File: src/rtl/srps_pkg.sv
// ----------------------------------------------------------------------------
// srps_pkg
// shared types and constants of the service ratio scheduler
// ----------------------------------------------------------------------------
package srps_pkg;

  // default sizes
  localparam int SLOTS_DEF     = 32;
  localparam int TIME_BITS_DEF = 48;

  // field widths
  localparam int CMD_W     = 2;
  localparam int SLOT_W    = 5;
  localparam int ID_W      = 22;
  localparam int NOW_W     = 48;
  localparam int OUTC_W    = 2;
  localparam int RUN_W     = 30;
  localparam int STATUS_W  = 3;
  localparam int ACTIVE_W  = 6;
  localparam int IN_DATA_W  = 160;
  localparam int OUT_DATA_W = 88;
  localparam int CFG_IDX_W  = 1;
  localparam int CFG_DATA_W = 30;

  // multiplier digit
  localparam int DIGIT_W = 16;

  // register reset values
  localparam logic [ACTIVE_W-1:0] MAX_ACTIVE_RST = 6'd3;
  localparam logic [RUN_W-1:0]    QUANTUM_RST    = 30'd50000000;

  // register indexes
  localparam logic [CFG_IDX_W-1:0] REG_MAX_ACTIVE = 1'b0;
  localparam logic [CFG_IDX_W-1:0] REG_QUANTUM    = 1'b1;

  // commands
  localparam logic [CMD_W-1:0] CMD_ADMIT   = 2'd0;
  localparam logic [CMD_W-1:0] CMD_SELECT  = 2'd1;
  localparam logic [CMD_W-1:0] CMD_REPORT  = 2'd2;
  localparam logic [CMD_W-1:0] CMD_INVALID = 2'd3;

  // report outcomes
  localparam logic [OUTC_W-1:0] OUT_TERM  = 2'd0;
  localparam logic [OUTC_W-1:0] OUT_FULL  = 2'd1;
  localparam logic [OUTC_W-1:0] OUT_BLOCK = 2'd2;
  localparam logic [OUTC_W-1:0] OUT_NONE  = 2'd3;

  // result status
  localparam logic [STATUS_W-1:0] ST_OK      = 3'd0;
  localparam logic [STATUS_W-1:0] ST_NONE    = 3'd1;
  localparam logic [STATUS_W-1:0] ST_OVER    = 3'd2;
  localparam logic [STATUS_W-1:0] ST_REFUSED = 3'd3;
  localparam logic [STATUS_W-1:0] ST_BAD     = 3'd4;

  // controller states
  typedef enum logic [5:0] {
    S_IDLE = 6'b000001,
    S_CMD  = 6'b000010,
    S_WAKE = 6'b000100,
    S_PICK = 6'b001000,
    S_MUL  = 6'b010000,
    S_DONE = 6'b100000
  } state_t;

endpackage

File: src/rtl/srps_cell.sv
// ----------------------------------------------------------------------------
// srps_cell
// one process table entry in the rotating ring
// ----------------------------------------------------------------------------
module srps_cell
  import srps_pkg::*;
#(
  parameter int TIME_BITS = TIME_BITS_DEF
) (
  input  logic                 clk,
  input  logic                 rst_n,
  input  logic                 shift,
  input  logic                 occ_in,
  input  logic                 blk_in,
  input  logic [ID_W-1:0]      id_in,
  input  logic [TIME_BITS-1:0] start_in,
  input  logic [TIME_BITS-1:0] svc_in,
  input  logic [TIME_BITS-1:0] wake_in,
  output logic                 occ,
  output logic                 blk,
  output logic [ID_W-1:0]      id,
  output logic [TIME_BITS-1:0] start,
  output logic [TIME_BITS-1:0] svc,
  output logic [TIME_BITS-1:0] wake
);

  logic                 occ_r, blk_r;
  logic [ID_W-1:0]      id_r;
  logic [TIME_BITS-1:0] start_r, svc_r, wake_r;

  // flags
  always_ff @(posedge clk) begin
    if (!rst_n) begin
      occ_r <= 1'b0;
      blk_r <= 1'b0;
    end else if (shift) begin
      occ_r <= occ_in;
      blk_r <= blk_in;
    end
  end

  // entry payload
  always_ff @(posedge clk) begin
    if (shift) begin
      id_r    <= id_in;
      start_r <= start_in;
      svc_r   <= svc_in;
      wake_r  <= wake_in;
    end
  end

  assign occ   = occ_r;
  assign blk   = blk_r;
  assign id    = id_r;
  assign start = start_r;
  assign svc   = svc_r;
  assign wake  = wake_r;

endmodule

File: config.mk
export PLATFORM = sky130hd
export DESIGN_NAME = srps_cell
export DESIGN_NICKNAME = d
export VERILOG_FILES = /design/src/rtl/srps_pkg.sv /design/src/rtl/srps_cell.sv
export SDC_FILE = /design/constraint.sdc
export NUM_CORES = 1
export LEC_CHECK = 0
export ABC_AREA = 0
export ABC_CLOCK_PERIOD_IN_PS = 2100
export BUFFER_PORTS_ARGS = -buffer_cell sky130_fd_sc_hd__clkbuf_2
export CAP_MARGIN = 30
export CORE_AREA = 5 5 130 132
export DETAILED_ROUTE_END_ITERATION = 10
export DIE_AREA = 0 0 135 137
export HOLD_SLACK_MARGIN = 0.06
export PLACE_DENSITY = 0.67
export SYNTH_ARGS = -nofsm -noshare
export SYNTH_HDL_FRONTEND = slang
export SYNTH_SLANG_ARGS = --single-unit
File: constraint.sdc
create_clock -name clk -period 2.1 [get_ports clk]
set_clock_uncertainty 0.15 [all_clocks]
set_input_delay 0.105 -clock clk [delete_from_list [all_inputs] [get_ports clk]]
set_output_delay 0.105 -clock clk [all_outputs]
set_load 0.03 [all_outputs]
==> metrics.md, run 1 <==
| Metric | Value |
|---|---|
| # hold bufs at CTS | `roughly 150` |
| Sequential area share after synthesis | `0.9936` |
| # clock sinks | `~170` |
| Cells taking the most area after synthesis | `sky130_fd_sc_hd__edfxtp_1 (99%), sky130_fd_sc_hd__dfxtp_1 (0.79%), sky130_fd_sc_hd__mux2i_1 (0.40%), sky130_fd_sc_hd__nor2b_1 (0.25%)` |
| Chip height | `roughly 140 um` |
| Number of warnings printed during yosys synthesis | `0` |
| Number of gates given a new drive strength after cts | `0` |
| Floorplan row count | `46` |
| Starting density of the core | `0.3242` |
| Main synth FF type | `sky130_fd_sc_hd__edfxtp_1` |
| Yosys top cell area share | `0.9857` |
| Post-Syn Nets | `between 300 and 400` |
| Tool Error | `[ERROR RSZ-0060] Max buffer count reached.` |
| Synth Cell Area | `roughly 5000 um2` |
| IO Pins | `roughly 340` |
| Ranking of synthesized cells by instance count | `sky130_fd_sc_hd__edfxtp_1 (166), sky130_fd_sc_hd__dfxtp_1 (2), sky130_fd_sc_hd__mux2i_1 (2), sky130_fd_sc_hd__nor2b_1 (2)` |
| Outcome | `aborted with a tool error` |
| Placer congestion estimate | `around 0.76` |
| Die W | `around 140 um` |
| Clk root buf | `sky130_fd_sc_hd__clkbuf_16` |
| Largest area contributor in the synthesized netlist | `sky130_fd_sc_hd__edfxtp_1` |
| Synth cell types | `4` |
| Post-synth EDFFs | `~170` |
| Largest buffer count on any clock path | `2` |
| # port buffers | `338` |
| Post-DP HPWL | `roughly 10000 um` |
| Deepest level of the CTS H-tree | `4` |
| Clock buffer count from CTS | `17` |
| Cell area after placement | `7081 um2` |
| Setup Slack @ Placement | `0.8284 ns` |
| Per-instance average area after synthesis | `29.40 um2` |
| Fail Step | `clock tree synthesis` |
| Cells after synthesis | `between 150 and 200` |
| Setup Fix Bufs, Post-CTS | `0` |
| Most common cell in the synthesized netlist | `sky130_fd_sc_hd__edfxtp_1` |
| Post-synthesis register bit count | `approximately 170` |
| Asr flop ratio synth | `0` |
-- metrics by stage --
stage / hold slack [ns] / utilization / std cells
after floorplan: 0.05387 / - / 172
after global placement: 0.1319 / 0.4540 / 730
after detailed placement: 0.1336 / 0.4540 / 730
-- cells by family after synthesis --
group / share of synthesized area
AND/OR/NAND/NOR: 0.002474
flip-flops: 0.9936
multiplexers: 0.003959
==> inputs of run 2 (changes only) <==
--- a/config.mk
+++ b/config.mk
@@ -9,11 +9,10 @@
 export ABC_CLOCK_PERIOD_IN_PS = 2100
 export BUFFER_PORTS_ARGS = -buffer_cell sky130_fd_sc_hd__clkbuf_2
 export CAP_MARGIN = 30
-export CORE_AREA = 5 5 130 132
+export CORE_MARGIN = 5
+export CORE_UTILIZATION = 20
 export DETAILED_ROUTE_END_ITERATION = 10
-export DIE_AREA = 0 0 135 137
-export HOLD_SLACK_MARGIN = 0.06
-export PLACE_DENSITY = 0.67
+export PLACE_DENSITY_LB_ADDON = 0.15
 export SYNTH_ARGS = -nofsm -noshare
 export SYNTH_HDL_FRONTEND = slang
 export SYNTH_SLANG_ARGS = --single-unit
==> run 2 against run 1 <==
  * The run now ends clean
  * Synthesized area unchanged
  * Synthesized cell count unchanged
==> metrics.md, run 2 <==
| Metric | Value |
|---|---|
| Via Count | `approximately 3700` |
| DRC violation count after routing | `0` |
| Main synth FF type | `sky130_fd_sc_hd__edfxtp_1` |
| Crit-path max cell delay | `roughly 0.55 ns` |
| Per-instance average area after synthesis | `29.40 um2 (unchanged)` |
| Type of origin of the critical path | `input port` |
| Top layer used by detailed routing | `met4` |
| Post-synth EDFFs | `166 (unchanged)` |
| Fin crit period | `roughly 1.7 ns` |
| Largest area contributor in the synthesized netlist | `sky130_fd_sc_hd__edfxtp_1` |
| Setup TNS Final | `0 ns` |
| Post-DP HPWL | `11200 um (+6.8%)` |
| Yosys top cell area share | `0.9857 (unchanged)` |
| Clock insertion delay at the later pin of the skew report | `slightly above 0.4 ns` |
| Fmax | `0.6059 GHz` |
| Synth cell types | `4 (unchanged)` |
| Outcome | `completed` |
| Detail-routed net length per standard cell | `14.77 um` |
| Final count of hold timing violations | `0` |
| Worst vdd ir | `a little over 0.4 mV` |
| Number of pins with negative max-slew slack in the final report | `0` |
| Critical Path Most Common Cell | `sky130_fd_sc_hd__dlygate4sd3_1` |
| Detailed-route wire length | `roughly 15000 um` |
| Cells taking the most area after synthesis | `sky130_fd_sc_hd__edfxtp_1 (99%), sky130_fd_sc_hd__dfxtp_1 (0.79%), sky130_fd_sc_hd__mux2i_1 (0.40%), sky130_fd_sc_hd__nor2b_1 (0.25%)` |
| Part of the power in the clock network | `0.365` |
| Critical path cell sequence | `dlygate4sd3_1 > buf_6 > mux2i_1 > nor2b_1 > dlygate4sd3_1` |
| # clock sinks | `168 (unchanged)` |
| NumNets Final | `just under 900` |
| Chip height | `169.0 um (+23%)` |
| Crit end category | `flip-flop` |
| Number of DRC markers after the initial detailed-route iteration | `181` |
| Part of the total power dissipated in combinational logic | `0.153` |
| Largest driver fanout on the critical path | `29` |
| Fraction of layout instances using a drive strength above 1 | `0.5189` |
| Area of the core | `around 25000 um2` |
| Pin count of the biggest net entering global routing | `61` |
| Overall Global Routing Usage | `0.1052` |
| Worst EP arrival | `about 1.8 ns` |
| Number of warnings printed during yosys synthesis | `0 (unchanged)` |
| Deepest level of the CTS H-tree | `4 (unchanged)` |
| Via count of the first global-routing pass | `around 4200` |
| IO Pins | `339 (unchanged)` |
| Pre-Repair DR Iteration Count | `4` |
| Maximum capacitance violations | `0` |
| Hold/Removal Path Class | `input port to flip-flop` |
| Routed via count divided by cell count | `between 3 and 4` |
| Worst-case headroom to the max-slew limit | `0.7768` |
| # port buffers | `338 (unchanged)` |
| Antenna Nets Post-Route | `0` |
| Die W | `169.0 um (+25%)` |
| Starting density of the core | `0.2020 (-0.1222)` |
| Highest-delay cell along the critical path | `sky130_fd_sc_hd__dlygate4sd3_1` |
| Sequential area share after synthesis | `0.9936 (unchanged)` |
| Switching fraction of total power | `0.2596` |
| Remaining Overflow, GRT | `0` |
| Crit-path leading delay family | `buffers and inverters` |
| Post-synthesis register bit count | `168 (unchanged)` |
| Most common cell in the synthesized netlist | `sky130_fd_sc_hd__edfxtp_1` |
| Die footprint | `about 29000 um2` |
| Areal power density over the cells | `between 800 and 900 nW/um2` |
| Most common library cell in the layout ignoring fill and taps | `sky130_fd_sc_hd__clkbuf_2` |
| Post-Syn Nets | `343 (unchanged)` |
| Slack of the worst reg-to-reg path | `0.80 ns` |
| Commonest cells after routing, fill and taps aside | `sky130_fd_sc_hd__clkbuf_2 (337), sky130_fd_sc_hd__dlygate4sd3_1 (170), sky130_fd_sc_hd__edfxtp_1 (166)` |
| Critical path buffers and inverters | `3` |
| Ranking of synthesized cells by instance count | `sky130_fd_sc_hd__edfxtp_1 (166), sky130_fd_sc_hd__dfxtp_1 (2), sky130_fd_sc_hd__mux2i_1 (2), sky130_fd_sc_hd__nor2b_1 (2)` |
| RSZ-0062 raised after global routing | `no` |
| Required time of the critical path | `2.25 ns` |
| Final cycle utilization of the critical path | `0.7860` |
| Cells after synthesis | `172 (unchanged)` |
| Asr flop ratio synth | `0 (unchanged)` |
| Clock buffer count from CTS | `17 (unchanged)` |
| Worst Hold Margin | `between 0.2 and 0.25 ns` |
| Crit Path Class | `input port to flip-flop` |
| Worst-path clk slew | `about 0.070 ns` |
| Actual slew at the worst max-slew pin | `about 0.33 ns` |
| Routed length on met2 | `about 8000 um` |
| Largest buffer count on any clock path | `2 (unchanged)` |
| Static Leakage | `4.066 nW` |
| Floorplan row count | `58 (+26%)` |
| Synth Cell Area | `5057 um2 (unchanged)` |
| NetSw | `approximately 2.2 mW` |
| Placer congestion estimate | `0.7173 (-5.4%)` |
| Global-route wire length before repair | `about 23000 um` |
| Routed met1 length | `5853 um` |
| Final Setup Violations | `0` |
| Diodes inserted | `0` |
| Number of antenna violations at the first check in global routing | `0` |
| Flop pwr share | `0.481` |
| Area delta synth->final | `87.83%` |
| Internal power | `6.231 mW` |
| Clk root buf | `sky130_fd_sc_hd__clkbuf_16` |
| Met3 routed WL | `approximately 1400 um` |
| Filler instances | `between 2000 and 2500` |
| Clock tree from TritonCTS | `yes` |
## run 2: area by class of cell
cell class / count / area (um2) / area share
Clock buffer: 19 / 432.9 / 0.04557
Tap cell: 330 / 412.9 / 0.04347
Multi-Input combinational cell: 4 / 32.53 / 0.003425
Sequential cell: 168 / 5025 / 0.5290
Timing Repair Buffer: 512 / 3455 / 0.3637
Clock inverter: 12 / 141.4 / 0.01488
## run 2: per-stage QoR
step                      cells  setup WS (ns)  power, mW    util  instance area (um2)
after floorplan             172          1.199      4.668       -                 5057
after global placement      844         0.8399      5.170  0.2885                 7223
after detailed placement    844         0.8089      5.178  0.2885                 7223
after CTS                  1045         0.4800      8.564  0.3794                 9499
after global routing       1045         0.3735      8.774  0.3794                 9499
final                      1045         0.4495      8.415  0.3794                 9499
## run 2: routing by layer
layer	global-route usage	vias up
met5	0	-
met4	0.02765	0
met3	0.04437	11
met2	0.1851	193
met1	0.1176	1772
li1	-	1761
## run 2: cell families (layout without fill, tap and decap cells)
family	count (synthesis)	in the layout	synth area share
buf+inv	0	543	0
flops	168	168	0.9936
mux	2	2	0.003959
simple gates	2	2	0.002474
## run 2: power by group through the flow
| stage | clock network (mW) | logic, mW | registers [mW] |
|---|---|---|---|
| floorplan | 0 | 0.00377 | 4.66 |
| global placement | 0 | 1.05 | 4.12 |
| detailed placement | 0 | 1.05 | 4.13 |
| CTS | 3.20 | 1.31 | 4.05 |
| global route | 3.34 | 1.36 | 4.08 |
| finish | 3.07 | 1.29 | 4.05 |
## run 2: path summary, 6_finish.rpt
kind                            depth (start not counted)  endpoint  startpoint
worst max-delay path                                    5       blk       shift
worst min-delay path                                    2     id[4]    id_in[4]
worst max register to register                          3       blk         blk
worst min register to register                          2       occ         occ
## run 2: timing repair
action / CTS / global route
hold buffers: 170 / 0
gates resized for setup: 0 / 0
setup endpoints to repair: 0 / 0
buffers inserted: 0 / 0
endpoints found under the hold margin: 191 / 0
## run 2: worst register-to-register path: stages (launching register included)
cell and delay [ns]:
sky130_fd_sc_hd__dfxtp_1 0.31, sky130_fd_sc_hd__mux2i_1 0.13, sky130_fd_sc_hd__nor2b_1 0.06, sky130_fd_sc_hd__dlygate4sd3_1 0.54
Power figures use the tool's default switching activity.
