[config.mk]
export PLATFORM = sky130hd
export DESIGN_NAME = srps_ratio
export DESIGN_NICKNAME = d
export VERILOG_FILES = /design/src/rtl/srps_pkg.sv /design/src/rtl/srps_ratio.sv
export SDC_FILE = /design/constraint.sdc
export NUM_CORES = 2
export LEC_CHECK = 0
export ABC_AREA = 1
export BUFFER_PORTS_ARGS = -buffer_cell sky130_fd_sc_hd__buf_2
export CORE_ASPECT_RATIO = 0.6
export CORE_MARGIN = 2
export CORE_UTILIZATION = 30
export DETAILED_ROUTE_END_ITERATION = 10
export HOLD_SLACK_MARGIN = 0.06
export SYNTH_ARGS = -nofsm -noshare
export SYNTH_HDL_FRONTEND = slang
export SYNTH_SLANG_ARGS = --single-unit
[constraint.sdc]
create_clock -name clk -period 7.7 [get_ports clk]
set_input_delay 0.385 -clock clk [delete_from_list [all_inputs] [get_ports clk]]
set_output_delay 0.385 -clock clk [all_outputs]
set_load 0.05 [all_outputs]
[src/rtl/srps_pkg.sv]
// ----------------------------------------------------------------------------
// srps_pkg
// shared types and constants of the service ratio scheduler
// ----------------------------------------------------------------------------
package srps_pkg;

  // default sizes
  localparam int SLOTS_DEF     = 32;
  localparam int TIME_BITS_DEF = 48;

  // field widths
  localparam int CMD_W     = 2;
  localparam int SLOT_W    = 5;
  localparam int ID_W      = 22;
  localparam int NOW_W     = 48;
  localparam int OUTC_W    = 2;
  localparam int RUN_W     = 30;
  localparam int STATUS_W  = 3;
  localparam int ACTIVE_W  = 6;
  localparam int IN_DATA_W  = 160;
  localparam int OUT_DATA_W = 88;
  localparam int CFG_IDX_W  = 1;
  localparam int CFG_DATA_W = 30;

  // multiplier digit
  localparam int DIGIT_W = 16;

  // register reset values
  localparam logic [ACTIVE_W-1:0] MAX_ACTIVE_RST = 6'd3;
  localparam logic [RUN_W-1:0]    QUANTUM_RST    = 30'd50000000;

  // register indexes
  localparam logic [CFG_IDX_W-1:0] REG_MAX_ACTIVE = 1'b0;
  localparam logic [CFG_IDX_W-1:0] REG_QUANTUM    = 1'b1;

  // commands
  localparam logic [CMD_W-1:0] CMD_ADMIT   = 2'd0;
  localparam logic [CMD_W-1:0] CMD_SELECT  = 2'd1;
  localparam logic [CMD_W-1:0] CMD_REPORT  = 2'd2;
  localparam logic [CMD_W-1:0] CMD_INVALID = 2'd3;

  // report outcomes
  localparam logic [OUTC_W-1:0] OUT_TERM  = 2'd0;
  localparam logic [OUTC_W-1:0] OUT_FULL  = 2'd1;
  localparam logic [OUTC_W-1:0] OUT_BLOCK = 2'd2;
  localparam logic [OUTC_W-1:0] OUT_NONE  = 2'd3;

  // result status
  localparam logic [STATUS_W-1:0] ST_OK      = 3'd0;
  localparam logic [STATUS_W-1:0] ST_NONE    = 3'd1;
  localparam logic [STATUS_W-1:0] ST_OVER    = 3'd2;
  localparam logic [STATUS_W-1:0] ST_REFUSED = 3'd3;
  localparam logic [STATUS_W-1:0] ST_BAD     = 3'd4;

  // controller states
  typedef enum logic [5:0] {
    S_IDLE = 6'b000001,
    S_CMD  = 6'b000010,
    S_WAKE = 6'b000100,
    S_PICK = 6'b001000,
    S_MUL  = 6'b010000,
    S_DONE = 6'b100000
  } state_t;

endpackage

[src/rtl/srps_ratio.sv]
// ----------------------------------------------------------------------------
// srps_ratio
// digit-serial cross multiply compare: sa * tb < sb * ta
// ----------------------------------------------------------------------------
module srps_ratio
  import srps_pkg::*;
#(
  parameter int TIME_BITS = TIME_BITS_DEF
) (
  input  logic                 clk,
  input  logic                 rst_n,
  input  logic                 start,
  input  logic [TIME_BITS-1:0] sa,
  input  logic [TIME_BITS-1:0] ta,
  input  logic [TIME_BITS-1:0] sb,
  input  logic [TIME_BITS-1:0] tb,
  output logic                 done,
  output logic                 less
);

  localparam int DIGITS = (TIME_BITS + DIGIT_W - 1) / DIGIT_W;
  localparam int DW     = DIGITS * DIGIT_W;
  localparam int PW     = 2 * TIME_BITS;
  localparam int CNT_W  = $clog2(DIGITS + 1);

  logic                 busy_r, busy_nxt, done_r, done_nxt;
  logic [CNT_W-1:0]     cnt_r, cnt_nxt;
  logic [TIME_BITS-1:0] a1_r, a1_nxt, a2_r, a2_nxt;
  logic [DW-1:0]        b1_r, b1_nxt, b2_r, b2_nxt;
  logic [PW-1:0]        acc1_r, acc1_nxt, acc2_r, acc2_nxt;
  logic [TIME_BITS+DIGIT_W-1:0] prod1, prod2;

  // partial products on the top digit
  assign prod1 = a1_r * b1_r[DW-1 -: DIGIT_W];
  assign prod2 = a2_r * b2_r[DW-1 -: DIGIT_W];

  always_comb begin
    busy_nxt = busy_r;
    done_nxt = 1'b0;
    cnt_nxt  = cnt_r;
    a1_nxt   = a1_r;
    a2_nxt   = a2_r;
    b1_nxt   = b1_r;
    b2_nxt   = b2_r;
    acc1_nxt = acc1_r;
    acc2_nxt = acc2_r;
    if (start) begin
      busy_nxt = 1'b1;
      cnt_nxt  = '0;
      a1_nxt   = sa;
      a2_nxt   = sb;
      b1_nxt   = DW'(tb);
      b2_nxt   = DW'(ta);
      acc1_nxt = '0;
      acc2_nxt = '0;
    end else if (busy_r) begin
      // shift accumulate, most significant digit first
      acc1_nxt = (acc1_r << DIGIT_W) + PW'(prod1);
      acc2_nxt = (acc2_r << DIGIT_W) + PW'(prod2);
      b1_nxt   = b1_r << DIGIT_W;
      b2_nxt   = b2_r << DIGIT_W;
      cnt_nxt  = cnt_r + 1'b1;
      if (cnt_r == CNT_W'(DIGITS - 1)) begin
        busy_nxt = 1'b0;
        done_nxt = 1'b1;
      end
    end
  end

  always_ff @(posedge clk) begin
    if (!rst_n) begin
      busy_r <= 1'b0;
      done_r <= 1'b0;
      cnt_r  <= '0;
    end else begin
      busy_r <= busy_nxt;
      done_r <= done_nxt;
      cnt_r  <= cnt_nxt;
    end
  end

  always_ff @(posedge clk) begin
    a1_r   <= a1_nxt;
    a2_r   <= a2_nxt;
    b1_r   <= b1_nxt;
    b2_r   <= b2_nxt;
    acc1_r <= acc1_nxt;
    acc2_r <= acc2_nxt;
  end

  assign done = done_r;
  assign less = acc1_r < acc2_r;

endmodule

Word level (Yosys, flattened, before mapping)
Cells that the tools add are included.
{"block": "op_classes", "n_addsub": 3, "n_mul": 2, "n_lt_le_gt_ge": 1, "eq_ne": 1, "n_mux": 8, "n_bitwise": 2, "n_reduce_logical": 3}
{"operator": "adder 96 x 64 -> 96 bit", "n": 2}
{"operator": "2-to-1 mux 48 bit", "n": 4}
{"operator": "multiplier 48 x 16 -> 64 bit", "n": 2}
{"operator": "< comparator 96 bit", "n": 1}
{"operator": "2-to-1 mux 1 bit", "n": 4}
{"operator": "OR reduction 3 bit", "n": 1}
{"operator": "adder 2 x 1 -> 2 bit, second input constant", "n": 1}
{"operator": "equality test 2 bit, second input constant", "n": 1}
{"operator": "inverter 1 bit", "n": 2}
{"operator": "nonzero test 2 bit", "n": 1}
{"operator": "OR reduction 2 bit", "n": 1}
{"block": "word_totals", "regBits": 388, "in_bits": 195, "word_cells": 29}

Logic depth before layout (Yosys ltp)
{"block": "depth", "depth_word": 4, "mapped_depth": 33, "depth_no_buf": 31}

Worst setup path before layout
No wires, ideal clock.
{"block": "synth_timing", "path_kind": "register to register", "from": "reg b1_r[33]", "to": "reg acc1_r[64]", "setup_ns": 0.109, "t_arrival_ns": 5.565, "slack_ns": 2.026, "path_stages_with_launch": 29, "path_buffers": 2, "period_less_slack_ns": 5.674, "path_cell_list": "edfxtp_1 -> clkbuf_1 -> clkbuf_1 -> nand2_1 -> fa_1 -> inv_1 -> fa_1 -> inv_1 -> fa_1 -> inv_1 -> fa_1 -> fa_1 -> inv_1 -> fa_1 -> inv_1 -> ha_1 -> nand2_2 -> nor2_2 -> inv_1 -> nor2_2 -> nand2_1 -> nor2_1 -> nand2_1 -> nand3_2 -> nand2_1 -> nand3_1 -> nand3_1 -> nand2_1 -> inv_1"}
{"block": "synth_between", "elab_chain_cells": 2}
{"element": "from (decl)", "line": "srps_ratio.sv:29", "rtl": "logic [DW-1:0] b1_r, b1_nxt, b2_r, b2_nxt;"}
{"element": "from (signal assigned)", "line": "srps_ratio.sv:85", "rtl": "b1_r <= b1_nxt;"}
{"element": "multiplier 48 x 16 -> 64 bit", "line": "srps_ratio.sv:34", "rtl": "assign prod1 = a1_r * b1_r[DW-1 -: DIGIT_W];"}
{"element": "adder 96 x 64 -> 96 bit", "line": "srps_ratio.sv:58", "rtl": "acc1_nxt = (acc1_r << DIGIT_W) + PW'(prod1);"}
{"element": "to (signal assigned)", "line": "srps_ratio.sv:87", "rtl": "acc1_r <= acc1_nxt;"}
{"element": "to (decl)", "line": "srps_ratio.sv:30", "rtl": "logic [PW-1:0] acc1_r, acc1_nxt, acc2_r, acc2_nxt;"}
Every way passes these cells.
A chain may end at the register's enable or synchronous reset.

Final worst setup path
{"block": "layout_timing", "from": "reg b1_r[36]", "to": "reg acc1_r[40]"}
The elaborated chain is that of the path after synthesis.

==> impl_metrics.csv <==
group,metric,value,unit
status,status,"finished, violations left",
status,violations,"design-rule violations",
yosys,synthTopCellsByArea,"fa_1 36%, nand2_1 17%, inv_1 16%, edfxtp_1 7.5%, ha_1 6.5%",
die,die_h,395,um
sta,hold_viol,0,
placement,place_hpwl,220000,um
setup_path,rrSetupSlack,0.49,ns
placement,dpl_cell_area,0.0812,mm^2
drt,via_per_inst,4.56,
yosys,synth-edff-count,192,
clock_network,cts-buffers-inserted,51,
grt,grt_max_degree,124,
die,ioPinCount,197,
setup_path,r2r_start,"b1_r[36]",
clock_network,cts_max_level,2,
sta,worst_pin_slew,1.17,ns
yosys,syn_avg_cell_area,7.17,um^2
sta,post-route-period-util,0.936,
sta,rsz0062_at_grt,"false",
sta,drv_slew,0,
drt,wirelength,264000,um
setup_path,ff2ff_path_depth,25,
sta,fin_ws,0.489,ns
layout,design_area,0.0850,mm^2
setup_path,worstReg2RegEnd,"acc1_r[40]",
layout,drive_gt1_frac,0.0527,
setup_path,cp_max_fo,33,
placement,io_buffer_count,196,
die,die_x,656,um
placement,preCtsSetupSlack,0.875,ns
hold_path,min_to,"a2_r[8]",
drt,drt_iter0_markers,6967,
yosys,synthFlopType,"dfxtp_1",
flow_run,max_cap_violations,0,
drt,drc,4,
setup_path,required,8.35,ns
clock_network,cts.sinks,388,
yosys,synth_nets,12700,
yosys,synth_top_cell_by_area,"fa_1",
grt,grt_pass1_wl,405000,um
setup_path,endpoint_kind,"register",
die,rows,143,
yosys,post-synth-top-count-cell,"nand2_1",
setup_path,cp.arrival,7.86,ns
sta,min_period,7.21,ns
yosys,synth-async-reset-ratio,0,
grt,gr-total-overflow,0,
setup_path,critPathKind,"register to register",
drt,vias,64900,
grt,antenna_found_initial,13,
yosys,seq_area_frac_synth,0.127,
drt,drtAntennaViolNets,0,
placement,place_congestion,1.02,
yosys,synth_cell_types,45,
yosys,yosysWarnings,0,
sta,setup_violations,0,
clock_network,path_clk_slew,0.06,ns
layout,nFillCells,27300,
hold_path,hold_start,"start",
yosys,yosys.area.top_type_share,0.361,
yosys,synth_commonest_cells,"3388 x nand2_1, 3172 x inv_1, 1380 x fa_1, 414 x nor2_1, 404 x clkbuf_1",
hold_path,min_path_cells,1,
die,die_area,0.259,mm^2
yosys,synth-seq-cells,388,
die,core_area,0.253,mm^2
sta,max_freq,139,MHz
yosys,syn_inst,10700,
sta,hold_ws,0.124,ns
clock_network,root_buffer,"clkbuf_16",
clock_network,post_cts.repair.setup_buffers,0,
drt,drt-wirelength-per-cell,18.6,um
setup_path,worstSetupStartpointType,"register",
yosys,synth_area,0.0765,mm^2
grt,grt_usage,0.206,
layout,fin_nets,12800,
grt,grt_pass1_vias,63700,
die,start_util,0.302,
layout,layout-area-overhead-vs-synth,11.1,%
sta,finalSetupTns,0,ns
clock_network,cts.path.max_buffers,3,
sta,skew,0.0471,ns
clock_network,clock_latency,0.73,ns
sta,maxSlewHeadroom,0.221,
drt,first_pass_iters,9,
clock_network,cts_tree,"yes",
hold_path,hold_path.class,"input port to register",
[worst max-delay path, stage by stage, from the launching register on]
cell and delay [ns]:
edfxtp_1 0.85, buf_12 0.29, nand2_1 0.07, inv_1 0.11, fa_1 0.40, inv_1 0.11
fa_1 0.44, fa_1 0.52, inv_1 0.06, fa_1 0.51, fa_1 0.49, inv_1 0.05
fa_1 0.48, inv_1 0.05, ha_1 0.45, nand2_1 0.15, nor2_1 0.29, nand2_1 0.20
inv_1 0.26, nand2_1 0.10, nand3_1 0.34, nand2_1 0.10, nand2_1 0.14, xor2_1 0.38
o21ai_0 0.18, inv_1 0.08
[per-layer routing]
layer  vias to the layer above  global-route usage  share of wire
met5                         -                   0        0.00017
met3                       172              0.0477           0.11
met4                         6              0.0259          0.012
met1                     31600               0.334           0.50
met2                      2718               0.277           0.38
li1                      30300                   -              -
[final cells by class]
| type | instances | area, um^2 | share of cell area |
|---|---|---|---|
| repair buffers | 477 | 3940 | 0.0464 |
| inverters | 3211 | 12100 | 0.142 |
| diodes | 2 | 5.00 | 0.0000589 |
| well taps | 3407 | 4260 | 0.0502 |
| multi-input cells | 6648 | 53100 | 0.625 |
| clock inverters | 39 | 542 | 0.00638 |
| clock buffers | 56 | 1330 | 0.0156 |
| flip-flops and latches | 388 | 9690 | 0.114 |
[sequential cells by signal, indices dropped and copies added (netlist names)]
| register | count |
|---|---|
| acc2_r | 96 |
| busy_r | 1 |
| a2_r | 48 |
| done | 1 |
| acc1_r | 96 |
| b1_r | 48 |
| a1_r | 48 |
| cnt_r | 2 |
| b2_r | 48 |
[worst max-delay path by stage]
stage | startpoint | endpoint | slack [ns]
after floorplan | b1_r[33] | acc1_r[64] | 2.03
after global placement | b2_r[34] | acc2_r[42] | 0.82
after detailed placement | b2_r[34] | acc2_r[42] | 0.88
after CTS | b1_r[36] | acc1_r[40] | 0.80
after global routing | b1_r[36] | acc1_r[40] | 0.33
final | b1_r[36] | acc1_r[40] | 0.49
[kinds of logic (layout without fill, tap and decap cells)]
group                    Yosys count  in the layout  synth area share
flip-flops                       388            388             0.127
adder cells (fa/ha/maj)         1780           1780             0.427
other                              0              2                 0
buffers and inverters           3639           3783             0.179
AO/OA/AOI/OAI                    486            486            0.0332
XOR/XNOR                          76             76           0.00870
AND/OR/NAND/NOR                 4306           4306             0.226
[what timing repair did]
item / 4_1_cts / 5_1_grt
gates resized for setup: 0 / 0
hold buffers: 191 / 0
hold endpoints to repair: 194 / 0
[metrics by stage]
stage / instances / util
2_1_floorplan: 10700 / -
3_3_place_gp: 13900 / 0.320
3_5_place_dp: 13900 / 0.320
4_1_cts: 14200 / 0.335
5_1_grt: 14200 / 0.335
6_report: 14200 / 0.335
[cell usage in the layout, fill, tap and decap left out, drive strengths merged, types with 9 or more instances in the layout]
master,netlist,layout
nor2,496,496
nand3,263,263
nor3,47,47
xnor2,20,20
bufinv,0,9
edfxtp,192,192
o21bai,10,10
nand4,59,59
ha,400,400
clkinv,0,13
dlygate4sd3,0,191
inv,3211,3217
xor2,56,56
dfxtp,196,196
a21oi,280,280
clkbuf,404,56
fa,1380,1380
o21ai,161,161
buf,24,286
clkinvlp,0,11
and2,13,13
nand2,3414,3414
Power is left out: the tool's default activity adds up to more than one toggle a clock period on the data nets, which glitch-free logic cannot reach.
